**src/rtl/mrct_pkg.sv**
```systemverilog
package mrct_pkg;

    localparam int MAC_W           = 48;
    localparam int MAX_ENTRIES_DEF = 8;
    // a list never emits more than this many items
    localparam int LIST_CAP        = 8;
    localparam int LCNT_W          = 4;

    localparam logic [2:0] CMD_REGISTER = 3'd0;
    localparam logic [2:0] CMD_LOOKUP   = 3'd1;
    localparam logic [2:0] CMD_LIST     = 3'd2;
    localparam logic [2:0] CMD_INIT     = 3'd3;
    localparam logic [2:0] CMD_DEINIT   = 3'd4;

    localparam logic [1:0] ROLE_UNKNOWN = 2'd0;
    localparam logic [1:0] ROLE_LEFT    = 2'd1;
    localparam logic [1:0] ROLE_RIGHT   = 2'd2;

    localparam logic [1:0] ST_OK    = 2'd0;
    localparam logic [1:0] ST_STATE = 2'd1;
    localparam logic [1:0] ST_ARG   = 2'd2;
    localparam logic [1:0] ST_FULL  = 2'd3;

    typedef struct packed {
        logic [2:0]       command;
        logic [MAC_W-1:0] client_mac;
        logic [1:0]       req_role;
        logic [3:0]       max_count;
    } t_item;

    typedef struct packed {
        logic [1:0]       status;
        logic             found;
        logic [1:0]       role_out;
        logic [1:0]       available_role;
        logic [MAC_W-1:0] entry_mac;
        logic             entry_valid;
        logic             last;
    } t_result;

    typedef struct packed {
        logic             used;
        logic [MAC_W-1:0] mac;
        logic [1:0]       role;
    } t_entry;

    typedef struct packed {
        logic shift;
        logic clr;
    } t_cell_ctl;

endpackage

```
**src/rtl/mrct_cell.sv**
```systemverilog
module mrct_cell (
    input  logic                i_clk,
    input  logic                i_rst_n,
    input  mrct_pkg::t_cell_ctl i_ctl,
    input  mrct_pkg::t_entry    i_next,
    output mrct_pkg::t_entry    o_entry
);

    mrct_pkg::t_entry r_entry;
    mrct_pkg::t_entry n_entry;

    always_comb begin
        n_entry = r_entry;
        if (i_ctl.clr) begin
            n_entry = '0;
        end else if (i_ctl.shift) begin
            n_entry = i_next;
        end
    end

    always_ff @(posedge i_clk) begin
        if (!i_rst_n) begin
            r_entry <= '0;
        end else begin
            r_entry <= n_entry;
        end
    end

    assign o_entry = r_entry;

endmodule

```
**src/rtl/mac_role_client_table.sv**
```systemverilog
// Client table of MAX_ENTRIES entries held in a ring of cells that rotates one
// place per cycle while a pass is under way; the controller only looks at the
// head cell. Init and deinit clear the ring at once and give their item in the
// cycle after acceptance, with busy staying low. Every other command first
// rotates the ring through one full pass to gather matches, free slots and held
// roles, then decides in S_DECIDE, where a register, a lookup and a list with
// nothing to show give their single result. A register that changes the table
// and a list that has entries to show keep busy high for a second pass; the
// write happens as the chosen entry passes the head, and list items come out
// in index order, one per used entry up to the capped max_count, during that
// pass. Results are strobed for one cycle and cannot be held off.
module mac_role_client_table #(
    parameter int MAX_ENTRIES = mrct_pkg::MAX_ENTRIES_DEF
) (
    input  logic              i_clk,
    input  logic              i_rst_n,
    input  logic              start,
    input  mrct_pkg::t_item   i_item,
    output logic              busy,
    output logic              o_strobe,
    output mrct_pkg::t_result o_result
);

    localparam int IW   = $clog2(MAX_ENTRIES);
    localparam int CW   = $clog2(MAX_ENTRIES + 1);
    localparam int LW   = mrct_pkg::LCNT_W;
    localparam int CMPW = (CW > LW) ? CW : LW;
    localparam logic [IW-1:0] CNT_LAST = IW'(MAX_ENTRIES - 1);
    localparam logic [LW-1:0] LIST_MAX = LW'(mrct_pkg::LIST_CAP);

    typedef enum logic [3:0] {
        S_IDLE   = 4'b0001,
        S_SCAN   = 4'b0010,
        S_DECIDE = 4'b0100,
        S_APPLY  = 4'b1000
    } t_state;

    t_state r_state, n_state;
    logic [2:0]                 r_cmd, n_cmd;
    logic [mrct_pkg::MAC_W-1:0] r_mac, n_mac;
    logic [1:0]                 r_req, n_req;
    logic [LW-1:0]              r_limit, n_limit;
    logic                       r_enabled, n_enabled;
    logic [IW-1:0]              r_cnt, n_cnt;
    logic                       r_found, n_found;
    logic [IW-1:0]              r_match_idx, n_match_idx;
    logic [1:0]                 r_match_role, n_match_role;
    logic                       r_free_ok, n_free_ok;
    logic [IW-1:0]              r_free_idx, n_free_idx;
    logic                       r_lo, n_lo;
    logic                       r_ro, n_ro;
    logic [CW-1:0]              r_nused, n_nused;
    logic                       r_wr, n_wr;
    logic [IW-1:0]              r_wr_idx, n_wr_idx;
    logic [LW-1:0]              r_total, n_total;
    logic [LW-1:0]              r_ecnt, n_ecnt;
    logic [1:0]                 r_avail, n_avail;
    logic                       r_strobe, n_strobe;
    mrct_pkg::t_result          r_result, n_result;

    mrct_pkg::t_entry    w_entry [MAX_ENTRIES];
    mrct_pkg::t_entry    w_head;
    mrct_pkg::t_entry    w_tail_feed;
    mrct_pkg::t_cell_ctl w_ctl;

    logic          w_accept;
    logic          w_head_match;
    logic          w_role_ok;
    logic          w_taken;
    logic [1:0]    d_status;
    logic          d_wr;
    logic [IW-1:0] d_wr_idx;
    logic          d_nr_valid;
    logic [1:0]    d_nr;
    logic          d_left;
    logic          d_right;
    logic [1:0]    d_avail;
    logic          d_found;
    logic [CMPW-1:0] d_nused_x;
    logic [LW-1:0] d_total;

    assign w_accept     = start && !busy;
    assign w_head       = w_entry[0];
    assign w_head_match = w_head.used && (w_head.mac == r_mac);

    // ring: the head re-enters at the tail, replaced by the new entry on a write
    always_comb begin
        w_tail_feed = w_head;
        if (r_state == S_APPLY && r_wr && r_cnt == r_wr_idx) begin
            w_tail_feed.used = 1'b1;
            w_tail_feed.mac  = r_mac;
            w_tail_feed.role = r_req;
        end
    end

    assign w_ctl.shift = (r_state == S_SCAN) || (r_state == S_APPLY);
    assign w_ctl.clr   = w_accept && (i_item.command == mrct_pkg::CMD_INIT ||
                                      i_item.command == mrct_pkg::CMD_DEINIT);

    for (genvar g = 0; g < MAX_ENTRIES; g++) begin : g_cell
        mrct_cell u_cell (
            .i_clk   (i_clk),
            .i_rst_n (i_rst_n),
            .i_ctl   (w_ctl),
            .i_next  ((g == MAX_ENTRIES - 1) ? w_tail_feed : w_entry[(g + 1) % MAX_ENTRIES]),
            .o_entry (w_entry[g])
        );
    end

    // decision after the gathering pass
    always_comb begin
        w_role_ok = (r_req == mrct_pkg::ROLE_LEFT) || (r_req == mrct_pkg::ROLE_RIGHT);
        w_taken   = (r_req == mrct_pkg::ROLE_LEFT) ? r_lo : r_ro;
        d_status  = mrct_pkg::ST_OK;
        d_wr      = 1'b0;
        d_wr_idx  = r_free_idx;
        if (r_cmd == mrct_pkg::CMD_REGISTER) begin
            if (!r_enabled) begin
                d_status = mrct_pkg::ST_STATE;
            end else if (!w_role_ok) begin
                d_status = mrct_pkg::ST_ARG;
            end else if (r_found) begin
                if (r_match_role != r_req) begin
                    if (w_taken) begin
                        d_status = mrct_pkg::ST_STATE;
                    end else begin
                        d_wr     = 1'b1;
                        d_wr_idx = r_match_idx;
                    end
                end
            end else if (!r_free_ok) begin
                d_status = mrct_pkg::ST_FULL;
            end else if (w_taken) begin
                d_status = mrct_pkg::ST_STATE;
            end else begin
                d_wr = 1'b1;
            end
        end
        // roles after the step: other entries plus the matched/written one
        d_nr_valid = d_wr || r_found;
        d_nr       = d_wr ? r_req : r_match_role;
        d_left     = r_lo || (d_nr_valid && d_nr == mrct_pkg::ROLE_LEFT);
        d_right    = r_ro || (d_nr_valid && d_nr == mrct_pkg::ROLE_RIGHT);
        if (!d_left) begin
            d_avail = mrct_pkg::ROLE_LEFT;
        end else if (!d_right) begin
            d_avail = mrct_pkg::ROLE_RIGHT;
        end else begin
            d_avail = mrct_pkg::ROLE_UNKNOWN;
        end
        d_found   = (r_cmd == mrct_pkg::CMD_LOOKUP) && r_found;
        d_nused_x = CMPW'(r_nused);
        if (d_nused_x >= CMPW'(r_limit)) begin
            d_total = r_limit;
        end else begin
            d_total = LW'(d_nused_x);
        end
    end

    always_comb begin
        n_state      = r_state;
        n_cmd        = r_cmd;
        n_mac        = r_mac;
        n_req        = r_req;
        n_limit      = r_limit;
        n_enabled    = r_enabled;
        n_cnt        = r_cnt;
        n_found      = r_found;
        n_match_idx  = r_match_idx;
        n_match_role = r_match_role;
        n_free_ok    = r_free_ok;
        n_free_idx   = r_free_idx;
        n_lo         = r_lo;
        n_ro         = r_ro;
        n_nused      = r_nused;
        n_wr         = r_wr;
        n_wr_idx     = r_wr_idx;
        n_total      = r_total;
        n_ecnt       = r_ecnt;
        n_avail      = r_avail;
        n_strobe     = 1'b0;
        n_result     = r_result;
        case (r_state)
            S_IDLE: begin
                if (w_accept) begin
                    n_cmd        = i_item.command;
                    n_mac        = i_item.client_mac;
                    n_req        = i_item.req_role;
                    n_limit      = (i_item.max_count > LIST_MAX) ? LIST_MAX : i_item.max_count;
                    n_cnt        = '0;
                    n_found      = 1'b0;
                    n_match_idx  = '0;
                    n_match_role = mrct_pkg::ROLE_UNKNOWN;
                    n_free_ok    = 1'b0;
                    n_free_idx   = '0;
                    n_lo         = 1'b0;
                    n_ro         = 1'b0;
                    n_nused      = '0;
                    n_wr         = 1'b0;
                    if (w_ctl.clr) begin
                        n_enabled = (i_item.command == mrct_pkg::CMD_INIT);
                        n_strobe  = 1'b1;
                        n_result  = '{status: mrct_pkg::ST_OK, found: 1'b0,
                                      role_out: mrct_pkg::ROLE_UNKNOWN,
                                      available_role: mrct_pkg::ROLE_LEFT,
                                      entry_mac: '0, entry_valid: 1'b0, last: 1'b1};
                    end else begin
                        n_state = S_SCAN;
                    end
                end
            end
            S_SCAN: begin
                if (w_head_match && !r_found) begin
                    n_found      = 1'b1;
                    n_match_idx  = r_cnt;
                    n_match_role = w_head.role;
                end
                if (!w_head.used && !r_free_ok) begin
                    n_free_ok  = 1'b1;
                    n_free_idx = r_cnt;
                end
                if (w_head.used && !w_head_match) begin
                    if (w_head.role == mrct_pkg::ROLE_LEFT) begin
                        n_lo = 1'b1;
                    end
                    if (w_head.role == mrct_pkg::ROLE_RIGHT) begin
                        n_ro = 1'b1;
                    end
                end
                if (w_head.used) begin
                    n_nused = r_nused + CW'(1);
                end
                if (r_cnt == CNT_LAST) begin
                    n_cnt   = '0;
                    n_state = S_DECIDE;
                end else begin
                    n_cnt = r_cnt + IW'(1);
                end
            end
            S_DECIDE: begin
                n_avail  = d_avail;
                n_wr     = d_wr;
                n_wr_idx = d_wr_idx;
                n_total  = d_total;
                n_ecnt   = '0;
                n_cnt    = '0;
                if (r_cmd == mrct_pkg::CMD_LIST) begin
                    if (d_total == '0) begin
                        n_strobe = 1'b1;
                        n_result = '{status: mrct_pkg::ST_OK, found: 1'b0,
                                     role_out: mrct_pkg::ROLE_UNKNOWN,
                                     available_role: d_avail,
                                     entry_mac: '0, entry_valid: 1'b0, last: 1'b1};
                        n_state  = S_IDLE;
                    end else begin
                        n_state = S_APPLY;
                    end
                end else begin
                    n_strobe = 1'b1;
                    n_result = '{status: d_status, found: d_found,
                                 role_out: d_found ? r_match_role : mrct_pkg::ROLE_UNKNOWN,
                                 available_role: d_avail,
                                 entry_mac: '0, entry_valid: 1'b0, last: 1'b1};
                    n_state  = d_wr ? S_APPLY : S_IDLE;
                end
            end
            S_APPLY: begin
                if (r_cmd == mrct_pkg::CMD_LIST && w_head.used && r_ecnt < r_total) begin
                    n_strobe = 1'b1;
                    n_result = '{status: mrct_pkg::ST_OK, found: 1'b0,
                                 role_out: w_head.role, available_role: r_avail,
                                 entry_mac: w_head.mac, entry_valid: 1'b1,
                                 last: (r_ecnt == r_total - LW'(1))};
                    n_ecnt   = r_ecnt + LW'(1);
                end
                if (r_cnt == CNT_LAST) begin
                    n_cnt   = '0;
                    n_state = S_IDLE;
                end else begin
                    n_cnt = r_cnt + IW'(1);
                end
            end
            default: begin
                n_state = S_IDLE;
            end
        endcase
    end

    always_ff @(posedge i_clk) begin
        if (!i_rst_n) begin
            r_state   <= S_IDLE;
            r_enabled <= 1'b0;
            r_strobe  <= 1'b0;
        end else begin
            r_state   <= n_state;
            r_enabled <= n_enabled;
            r_strobe  <= n_strobe;
        end
    end

    always_ff @(posedge i_clk) begin
        r_cmd        <= n_cmd;
        r_mac        <= n_mac;
        r_req        <= n_req;
        r_limit      <= n_limit;
        r_cnt        <= n_cnt;
        r_found      <= n_found;
        r_match_idx  <= n_match_idx;
        r_match_role <= n_match_role;
        r_free_ok    <= n_free_ok;
        r_free_idx   <= n_free_idx;
        r_lo         <= n_lo;
        r_ro         <= n_ro;
        r_nused      <= n_nused;
        r_wr         <= n_wr;
        r_wr_idx     <= n_wr_idx;
        r_total      <= n_total;
        r_ecnt       <= n_ecnt;
        r_avail      <= n_avail;
        r_result     <= n_result;
    end

    assign busy     = (r_state != S_IDLE);
    assign o_strobe = r_strobe;
    assign o_result = r_result;

    // every accepted item either keeps the block busy or answers right away
    a_accept_progress: assert property (@(posedge i_clk) disable iff (!i_rst_n)
        (start && !busy) |=> (busy || o_strobe))
        else $error("accepted item neither busy nor answered");

    // only the final item of a list may leave the block idle behind it
    a_nonlast_busy: assert property (@(posedge i_clk) disable iff (!i_rst_n)
        (o_strobe && !o_result.last) |-> busy)
        else $error("non-final list item without pending work");

    a_reset_quiet: assert property (@(posedge i_clk)
        !i_rst_n |=> (!o_strobe && !busy))
        else $error("strobe or busy right after reset");

endmodule
```
**config.mk**
```make
export PLATFORM = sky130hd
export DESIGN_NAME = mac_role_client_table
export DESIGN_NICKNAME = d
export VERILOG_FILES = /design/src/rtl/mrct_pkg.sv /design/src/rtl/mrct_cell.sv /design/src/rtl/mac_role_client_table.sv
export SDC_FILE = /design/constraint.sdc
export NUM_CORES = 1
export LEC_CHECK = 0
export ABC_AREA = 1
export BUFFER_PORTS_ARGS = -buffer_cell sky130_fd_sc_hd__buf_2
export CORE_UTILIZATION = 25
export DETAILED_ROUTE_END_ITERATION = 16
export HOLD_SLACK_MARGIN = 0.03
export PLACE_DENSITY_LB_ADDON = 0.1
export SYNTH_ARGS = -nofsm -noshare
export SYNTH_HDL_FRONTEND = slang
export SYNTH_SLANG_ARGS = --single-unit
```
**constraint.sdc**
```tcl
create_clock -name i_clk -period 5.05 [get_ports i_clk]
set_input_delay 1.01 -clock i_clk [delete_from_list [all_inputs] [get_ports i_clk]]
set_output_delay 1.01 -clock i_clk [all_outputs]
set_load 0.05 [all_outputs]
```
---- Word-level counts from Yosys, hierarchy flattened ----
Index checks and enable logic that the tools add are counted.
word-level totals
  bits in registers ....................... 561
  bits in latches ......................... 0
  RAM bits ................................ 0
  bits in read-only memories .............. 0
  input port bits ......................... 60
  output and inout port bits .............. 59
  word-level logic and storage cells ...... 212
  memories ................................ 0
operators by class
  add/subtract/negate cells ............... 4
  multiply operators ...................... 0
  div/mod/pow operators ................... 0
  magnitude comparators ................... 3
  equality and inequality tests ........... 33
  shift operators ......................... 0
  mux-type cells .......................... 74
  bitwise logic cells ..................... 1
  reductions and logical operators ........ 45
operators by type and width
  kind                                                                     count
  57-bit two-way mux                                                       5
  57-bit case mux with 3 select lines                                      1
  51-bit two-way mux                                                       1
  48-bit == test                                                           1
  4-bit two-way mux                                                        11
  3-bit two-way mux                                                        10
  1-bit two-way mux                                                        22
  2-bit two-way mux                                                        11
  2-bit by 1-bit inequality test with 1-bit output, second input constant  10
  4-bit case mux with 2 select lines                                       2
  4-bit case mux with 4 select lines                                       1
  1-bit logical AND                                                        13
  3-bit case mux with 2 select lines                                       2
  3-bit AND reduction                                                      4
  4-bit AND reduction                                                      3
  1-bit case mux with 2 select lines                                       5
  3-bit case mux with 3 select lines                                       1
  4-bit by 1-bit adder with 4-bit output, second input constant            2
  2-bit AND reduction                                                      4
  2-bit by 1-bit == test with 1-bit output, second input constant          3
  2-bit == test, second input constant                                     3
  3-bit by 2-bit == test with 1-bit output, second input constant          2
  3-bit == test, second input constant                                     2
  1-bit logical OR                                                         6
  26 further kinds                                                         35

---- Logic depth before layout (Yosys ltp) ----
Gate-level depths: netlist of run 1.
  depth after elaboration ................. 17
  depth in mapped cells ................... 14

---- By module ----
Synthesis of run 1 repeated with hierarchy kept, for this count alone.
unflattened totals
  cell total of the unflattened synthesis .. 2527
  area total of the unflattened synthesis .. 22073.7 sq um
by module, submodules not included
  module                 instances  cells each  area an instance (sq um)  seq. area each (sq um)
  mrct_cell              8          223         1824.2                    1021.0
  mac_role_client_table  1          743         7479.7                    4534.3

---- Worst setup path after synthesis of run 1 ----
Ideal clock, no wire load.
  kind .................................... input to register
  from .................................... in start
  to ...................................... reg r_result (netlist bit o_result[0]), enable pin
  library setup time ...................... 0.411 ns
  arrival time ............................ 4.213 ns
  required time ........................... 4.639 ns
  path slack .............................. 0.426 ns
  cell stages on the path ................. 8
  cells stage by stage .................... inv_1 > nor2_2 > nand2_1 > inv_1 > o21ai_0 > inv_1 > nand2_1 > inv_1
between the ends
  word-level cells in the longest chain between the ends .. 4
RTL lines
  item                                                               RTL line                      text
  start: declaration                                                 mac_role_client_table.sv:17   input logic start,
  1-bit logical AND *                                                mac_role_client_table.sv:82   assign w_accept = start && !busy;
  1-bit logical AND                                                  mac_role_client_table.sv:97   assign w_ctl.clr = w_accept && (i_item.command == mrct_pkg::CMD_INIT ||
  2-bit by 1-bit inequality test with 1-bit output (no source line)  -
  5-bit AND reduction (no source line) *                             -
  end signal: assignment                                             mac_role_client_table.sv:320  r_result <= n_result;
  end: declaration                                                   mac_role_client_table.sv:59   mrct_pkg::t_result r_result, n_result;
Mark *: on every way between the ends. The rest lies on a longest branch, timed or not.
A chain may end at the register's enable or synchronous reset.

---- Final worst setup path of run 1 ----
  from .................................... reg r_nused[3], in the netlist d_nused_x[3]
  to ...................................... reg r_result (netlist bit o_result[9]), enable pin
between the ends
  word-level cells in the longest chain between the ends .. 5
RTL lines
  item                                    RTL line                      text
  start: declaration                      mac_role_client_table.sv:52   logic [CW-1:0] r_nused, n_nused;
  start signal: assignment                mac_role_client_table.sv:314  r_nused <= n_nused;
  4-bit greater-or-equal comparator       mac_role_client_table.sv:153  if (d_nused_x >= CMPW'(r_limit)) begin
  4-bit two-way mux                       mac_role_client_table.sv:153
  via d_total[1]                          mac_role_client_table.sv:80   logic [LW-1:0] d_total;
  4-bit logical NOT                       mac_role_client_table.sv:248  if (d_total == '0) begin
  3-bit inequality test (no source line)  -
  5-bit AND reduction (no source line)    -
The timed path passes the listed nets, and every way through them passes these cells.

==> results of run 1 <==
==> sequential cells by signal, summed over array words and instances (netlist names), 2 cells and up <==
name                   count
g_cell.u_cell.o_entry    408
o_result                  57
r_mac                     48
d_nused_x                  4
r_ecnt                     4
r_limit                    4
r_state                    4
r_total                    4
r_cmd                      3
r_cnt                      3
r_free_idx                 3
r_match_idx                3
r_wr_idx                   3
r_avail                    2
r_match_role               2
r_req                      2
==> power groups by stage <==
| stage | combinational (uW) | sequential, uW | clock [uW] |
|---|---|---|---|
| 3_5_place_dp | 2210 | 5530 | 0 |
| 4_1_cts | 2220 | 5440 | 5020 |
| 2_1_floorplan | 1400 | 5680 | 0 |
| 5_1_grt | 2420 | 5490 | 5200 |
| 3_3_place_gp | 2180 | 5530 | 0 |
| 6_report | 2150 | 5430 | 4800 |
==> per-layer routing <==
metal | share of wire [%] | GRT usage, % | vias up
li1 | - | - | 8086
met1 | 51 | 17.22 | 7262
met2 | 43 | 17.97 | 231
met3 | 4.1 | 2.292 | 70
met4 | 2.1 | 4.167 | 0
met5 | 0 | 0 | -
==> cells in the mapped netlist, drive strengths merged <==
| cell type | number | area (um2) |
|---|---|---|
| nand2 | 886 | 3328 |
| a21oi | 415 | 2077 |
| dfxtp | 414 | 8288 |
| edfxtp | 147 | 4414 |
| inv | 121 | 454.2 |
| nor2 | 112 | 430.4 |
| o21ai | 110 | 550.5 |
| buf | 95 | 606.8 |
| clkbuf | 56 | 210.2 |
| xnor2 | 40 | 350.3 |
| nand3 | 17 | 85.08 |
| ha | 14 | 175.2 |
| nand4 | 9 | 56.30 |
| nor3 | 8 | 66.32 |
| xor2 | 4 | 35.03 |
| mux2 | 3 | 33.78 |
| o32ai | 3 | 26.28 |
| a21boi | 1 | 7.510 |
| a22o | 1 | 8.760 |
| a31oi | 1 | 6.260 |
| clkinv | 1 | 5.000 |
| nor4 | 1 | 6.260 |
| o211ai | 1 | 7.510 |
| o31ai | 1 | 7.510 |
| or2 | 1 | 6.260 |
==> layout make-up <==
cell class / instances / area [um2]
clock inverter: 13 / 143.9
timing repair buffer: 131 / 763.2
tap: 1134 / 1419
sequential: 561 / 12700
fill: 8993 / 58970
inverter: 122 / 470.5
multi-input combinational: 1628 / 7296
clock buffer: 112 / 2054
==> stage by stage <==
stage               worst slack, ns  area, um2
floorplan                    0.4259      21240
global placement              1.808      22650
detailed placement            1.752      22650
CTS                           1.747      24850
global route                  1.515      24850
finish                        1.778      24850
==> worst max-delay path: stages (launching register included) <==
cell,delay (ns)
edfxtp_1,0.42
ha_1,0.34
a21oi_1,0.28
nand3_1,0.24
nand2_1,0.12
o21ai_0,0.14
nor2_1,0.11
nand2_1,0.08
nand3_1,0.15
nand2_1,0.10
inv_2,0.63
buf_12,0.33
==> path summary, 6_finish.rpt <==
| check | slack [ns] | cells after the start | end |
|---|---|---|---|
| worst max-delay path | 1.78 | 11 | o_result[9] |
| worst min-delay path | 0.44 | 2 | g_cell[4].u_cell.o_entry[40] |
| worst max register to register | 1.78 | 11 | o_result[9] |
| worst min register to register | 0.44 | 2 | g_cell[4].u_cell.o_entry[40] |
==> cells by family after synthesis <==
group	synth area share, %
AOI/OAI and AO/OA	12.67
xor gates and xnor gates	1.814
adders and majority gates	0.8246
buffers and inverters	6.008
DFF	59.80
muxes	0.1590
and+or+nand+nor	18.73
==> summary.md, run 1 <==
| Metric | Value |
|---|---|
| Status | completed |
| Seq cells post-synth | 561 |
| Final Hold Vio Count | 0 |
| Antenna Nets Post-Route | 0 |
| Grt ovf | 0 |
| HP Start | g_cell[5].u_cell.o_entry[40] |
| Startpoint types | register |
| Initial Utilization | 25.34% |
| Cells after Synth | 2,462 |
| Crit path from | d_nused_x[3] |
| GPL Wtd Cong | 0.7823 |
| Vias/cell | 4.228 |
| Post-cts resize count | 0 |
| Die W | 293.5 um |
| Die span in y | 293.5 um |
| CTS Buf Count | 70 |
| Worst-path fanout max | 30 |
| Reg power frac | 43.9% |
| Final std cells w/o fill | 3,701 |
| Full die area | 86,140 um2 |
| Hold buffers post-CTS | 0 |
| CTS tree | done |
| DP Cell Count | 3,576 |
| CTS Buffer Depth | 3 |
| DR iter-0 viols | 925 |
| Crit path kind | reg2reg |
| Synth cell types | 35 |
| Reg2reg start | d_nused_x[3] |
| Mapped Area | 21,240 um2 |
| Final Cycle Share | 64.79% |
| Final Power | 12,390 uW |
| Core area | 83,820 um2 |
| Worst-path clk slew | 0.05 ns |
| DRC viols | 0 |
| Post-synthesis sequential area ratio | 59.80% |
| WL per Instance | 14.04 um |
| Global-route wire length before repair | 82.95 mm |
| Via Count | 15,649 |
| Skew final | 0.02926 ns |
| Largest net degree at the start of global routing | 232 |
| Fin nets | 2,588 |
| Skew-Pair Late Insertion Delay | 0.60 ns |
| Syn Area/Cell | 8.628 um2 |
| Peak supply drop | 241.8 uV |
| Htree depth | 3 |
| Commonest non-fill, non-tap cell in the layout | nand2_1 |
| Max-cap violation count | 0 |
| Routed wire length | 51.98 mm |
| Site row count | 106 |
| Vias in the first global route | 14,925 |
| Initial antenna violation count | 0 |
| RSZ-0062 raised after global routing | false |
| Period minus WS final | 3.272 ns |
| Synth warn | 0 |
| Cell Int Power | 8535 uW |
| Sink Count | 561 |
| Post-Syn Nets | 2,536 |
| Worst hold path class | reg2reg |
| Leakage | 0.008589 uW |
| Num ports | 119 |
| Proportion of power drawn by combinational gates | 17.4% |
| Diode count | 0 |
| Layout cells sized above 1 | 9.349% |
| Post-DP HPWL | 29.68 mm |
| Area growth syn-to-layout | 16.97% |
| Worst rel slew slack | 15.70% |
| PD cells | 498.5 nW/um2 |
| Clk pwr share | 38.8% |
| Max Slew Vio Count | 0 |
| Slew @ Worst Pin | 1.265 ns |
| Crit path DAT | 3.54 ns |
| Maximum clock rate | 305.7 MHz |
| Switching power | 3852 uW |
| Req. time, crit path | 5.32 ns |
| Final design utilization | 29.65% |
| Post-CTS setup buffers | 0 |
| Most frequent cells in the layout | nand2_1 (885), a21oi_1 (415), dfxtp_1 (414) |
| Switching Fraction | 31.10% |
| 1st-pass router iterations | 5 |
| Final setup violation count | 0 |
| IO Port Bufs | 118 |
| CTS Root Cell | clkbuf_16 |
| Endpoint class of the critical path | register |
| Final TNS setup | 0 ns |
| WHS | 0.4416 ns |
| Total track usage | 12.04% |
(Power assumes the default switching activity.)
==> inputs of run 2 (changes only) <==
==> constraint.sdc (replaced) <==
create_clock -name i_clk -period 3.1 [get_ports i_clk]
set_input_delay 0.62 -clock i_clk [delete_from_list [all_inputs] [get_ports i_clk]]
set_output_delay 0.62 -clock i_clk [all_outputs]
set_load 0.05 [all_outputs]
==> summary.md, run 2 (synthesis results as in run 1) <==
| Metric | Value |
|---|---|
| Diode count | 0 |
| DP Area | 22,890 um2 |
| Worst-path fanout max | 29 |
| Vias in the first global route | 15,193 |
| Final Cycle Share | 85.97% |
| Proportion of power drawn by combinational gates | 18.0% |
| Final setup violation count | 0 |
| Clk pwr share | 38.2% |
| Post-DP HPWL | 29.88 mm |
| Hold buffers post-CTS | 0 |
| Worst rel slew slack | 27.22% |
| Global-route wire length before repair | 81.80 mm |
| Sink Count | 561 |
| Commonest non-fill, non-tap cell in the layout | nand2_1 |
| CTS Buf Count | 68 |
| Skew-Pair Late Insertion Delay | 0.60 ns |
| PnR worst setup slack | 0.4349 ns |
| Grt ovf | 0 |
| GPL Wtd Cong | 0.7707 |
| Core area | 83,820 um2 |
| Vias/cell | 4.205 |
| Place WS | 0.1909 ns |
| Via Count | 15,636 |
| Worst hold path class | in2reg |
| Layout cells sized above 1 | 10.29% |
| Antenna Nets Post-Route | 0 |
| Max-cap violation count | 0 |
| DR iter-0 viols | 810 |
| Status | completed |
| Crit path kind | reg2reg |
| Startpoint types | register |
| Reg power frac | 43.8% |
| Skew final | 0.02042 ns |
| Leakage | 0.008689 uW |
| 1st-pass router iterations | 5 |
| Maximum clock rate | 375.2 MHz |
| IO Port Bufs | 118 |
| Total track usage | 11.84% |
| Htree depth | 3 |
| Period minus WS final | 2.665 ns |
| Peak supply drop | 338.5 uV |
| Die span in y | 293.5 um |
| Endpoint class of the critical path | register |
| Final design utilization | 29.89% |
| Post-CTS setup buffers | 0 |
| Routed wire length | 50.79 mm |
| Max reg flops | 408 |
| Post-layout instance area | 25,060 um2 |
| Num ports | 119 |
| CTS Root Cell | clkbuf_16 |
| Final Hold Vio Count | 0 |
| WL per Instance | 13.66 um |
| Fin nets | 2,604 |
| Die W | 293.5 um |
| Slew @ Worst Pin | 1.092 ns |
| Switching Fraction | 31.02% |
| Max Slew Vio Count | 0 |
| Initial antenna violation count | 2 |
| Site row count | 106 |
| Final Power | 20,160 uW |
| PD cells | 804.6 nW/um2 |
| Largest net degree at the start of global routing | 124 |
| Area growth syn-to-layout | 17.95% |
| Most frequent cells in the layout | nand2_1 (882), a21oi_1 (415), dfxtp_1 (412) |
| DRC viols | 0 |
| RSZ-0062 raised after global routing | false |
| Full die area | 86,140 um2 |
| Post-cts resize count | 0 |
| CTS Buffer Depth | 3 |
| Switching power | 6253 uW |
| Worst-path clk slew | 0.06 ns |
| Crit path DAT | 2.99 ns |
| Req. time, crit path | 3.42 ns |
| Cell Int Power | 13,910 uW |
| Initial Utilization | 25.34% |
| CTS tree | done |
run 2: cell count changes in the layout (fill, tap and decap cells not counted), moves of 3 or more:
| cell | delta |
|---|---|
| inv_4 | +3 |
| buf_4 | +11 |
| clkinv_1 | -3 |
| clkbuf_16 | -3 |
| clkbuf_8 | +6 |
| nand2_2 | +3 |
| buf_12 | +7 |
| nand2_1 | -3 |
run 2: through the flow:
step	instances	TNS (ns)	hold slack, ns
floorplan	2462	-0.3884	0.4361
global placement	3593	0	0.4448
detailed placement	3593	0	0.4496
CTS	3717	0	0.1416
global route	3718	0	0.1631
finish	3718	0	0.1905
run 2: power groups by stage:
stage	Sequential [uW]	Combinational [uW]	Clock, uW
3_3_place_gp	8980	3700	0
5_1_grt	8920	4090	8330
3_5_place_dp	8990	3710	0
2_1_floorplan	9250	2310	0
6_report	8840	3630	7700
4_1_cts	8850	3720	8040
run 2: path summary, 6_finish.rpt:
path | startpoint | to | slack [ns] | cells after the start
min | i_item[30] | r_mac[24] | 0.19 | 1
min reg2reg | g_cell[7].u_cell.o_entry[19] | g_cell[6].u_cell.o_entry[19] | 0.45 | 2
max reg2reg | d_nused_x[3] | o_result[18] | 0.43 | 10
max | d_nused_x[3] | o_result[18] | 0.43 | 10
run 2: worst max-delay path, stage by stage (launching register included):
cell and delay, ns:
edfxtp_1 0.43, ha_1 0.34, a21oi_1 0.29, nand3_1 0.21
o21ai_0 0.26, nor2_1 0.06, nand2_1 0.08, nand3_1 0.14
nand2_2 0.13, clkinvlp_4 0.19, buf_12 0.24
run 2: final cells by class:
| class | count | area, um2 |
|---|---|---|
| sequential | 561 | 12700 |
| inverter | 122 | 476.7 |
| multi-input combinational | 1628 | 7310 |
| timing repair buffer | 149 | 985.9 |
| clock buffer | 115 | 2062 |
| fill | 8930 | 58760 |
| clock inverter | 9 | 98.84 |
| tap | 1134 | 1419 |
run 2: layer usage:
| metal | wire length [um] | global-route usage (%) |
|---|---|---|
| met1 | 25410 | 16.29 |
| met5 | 0 | 0 |
| met4 | 929 | 4.167 |
| met2 | 22390 | 18.37 |
| met3 | 2048 | 2.337 |
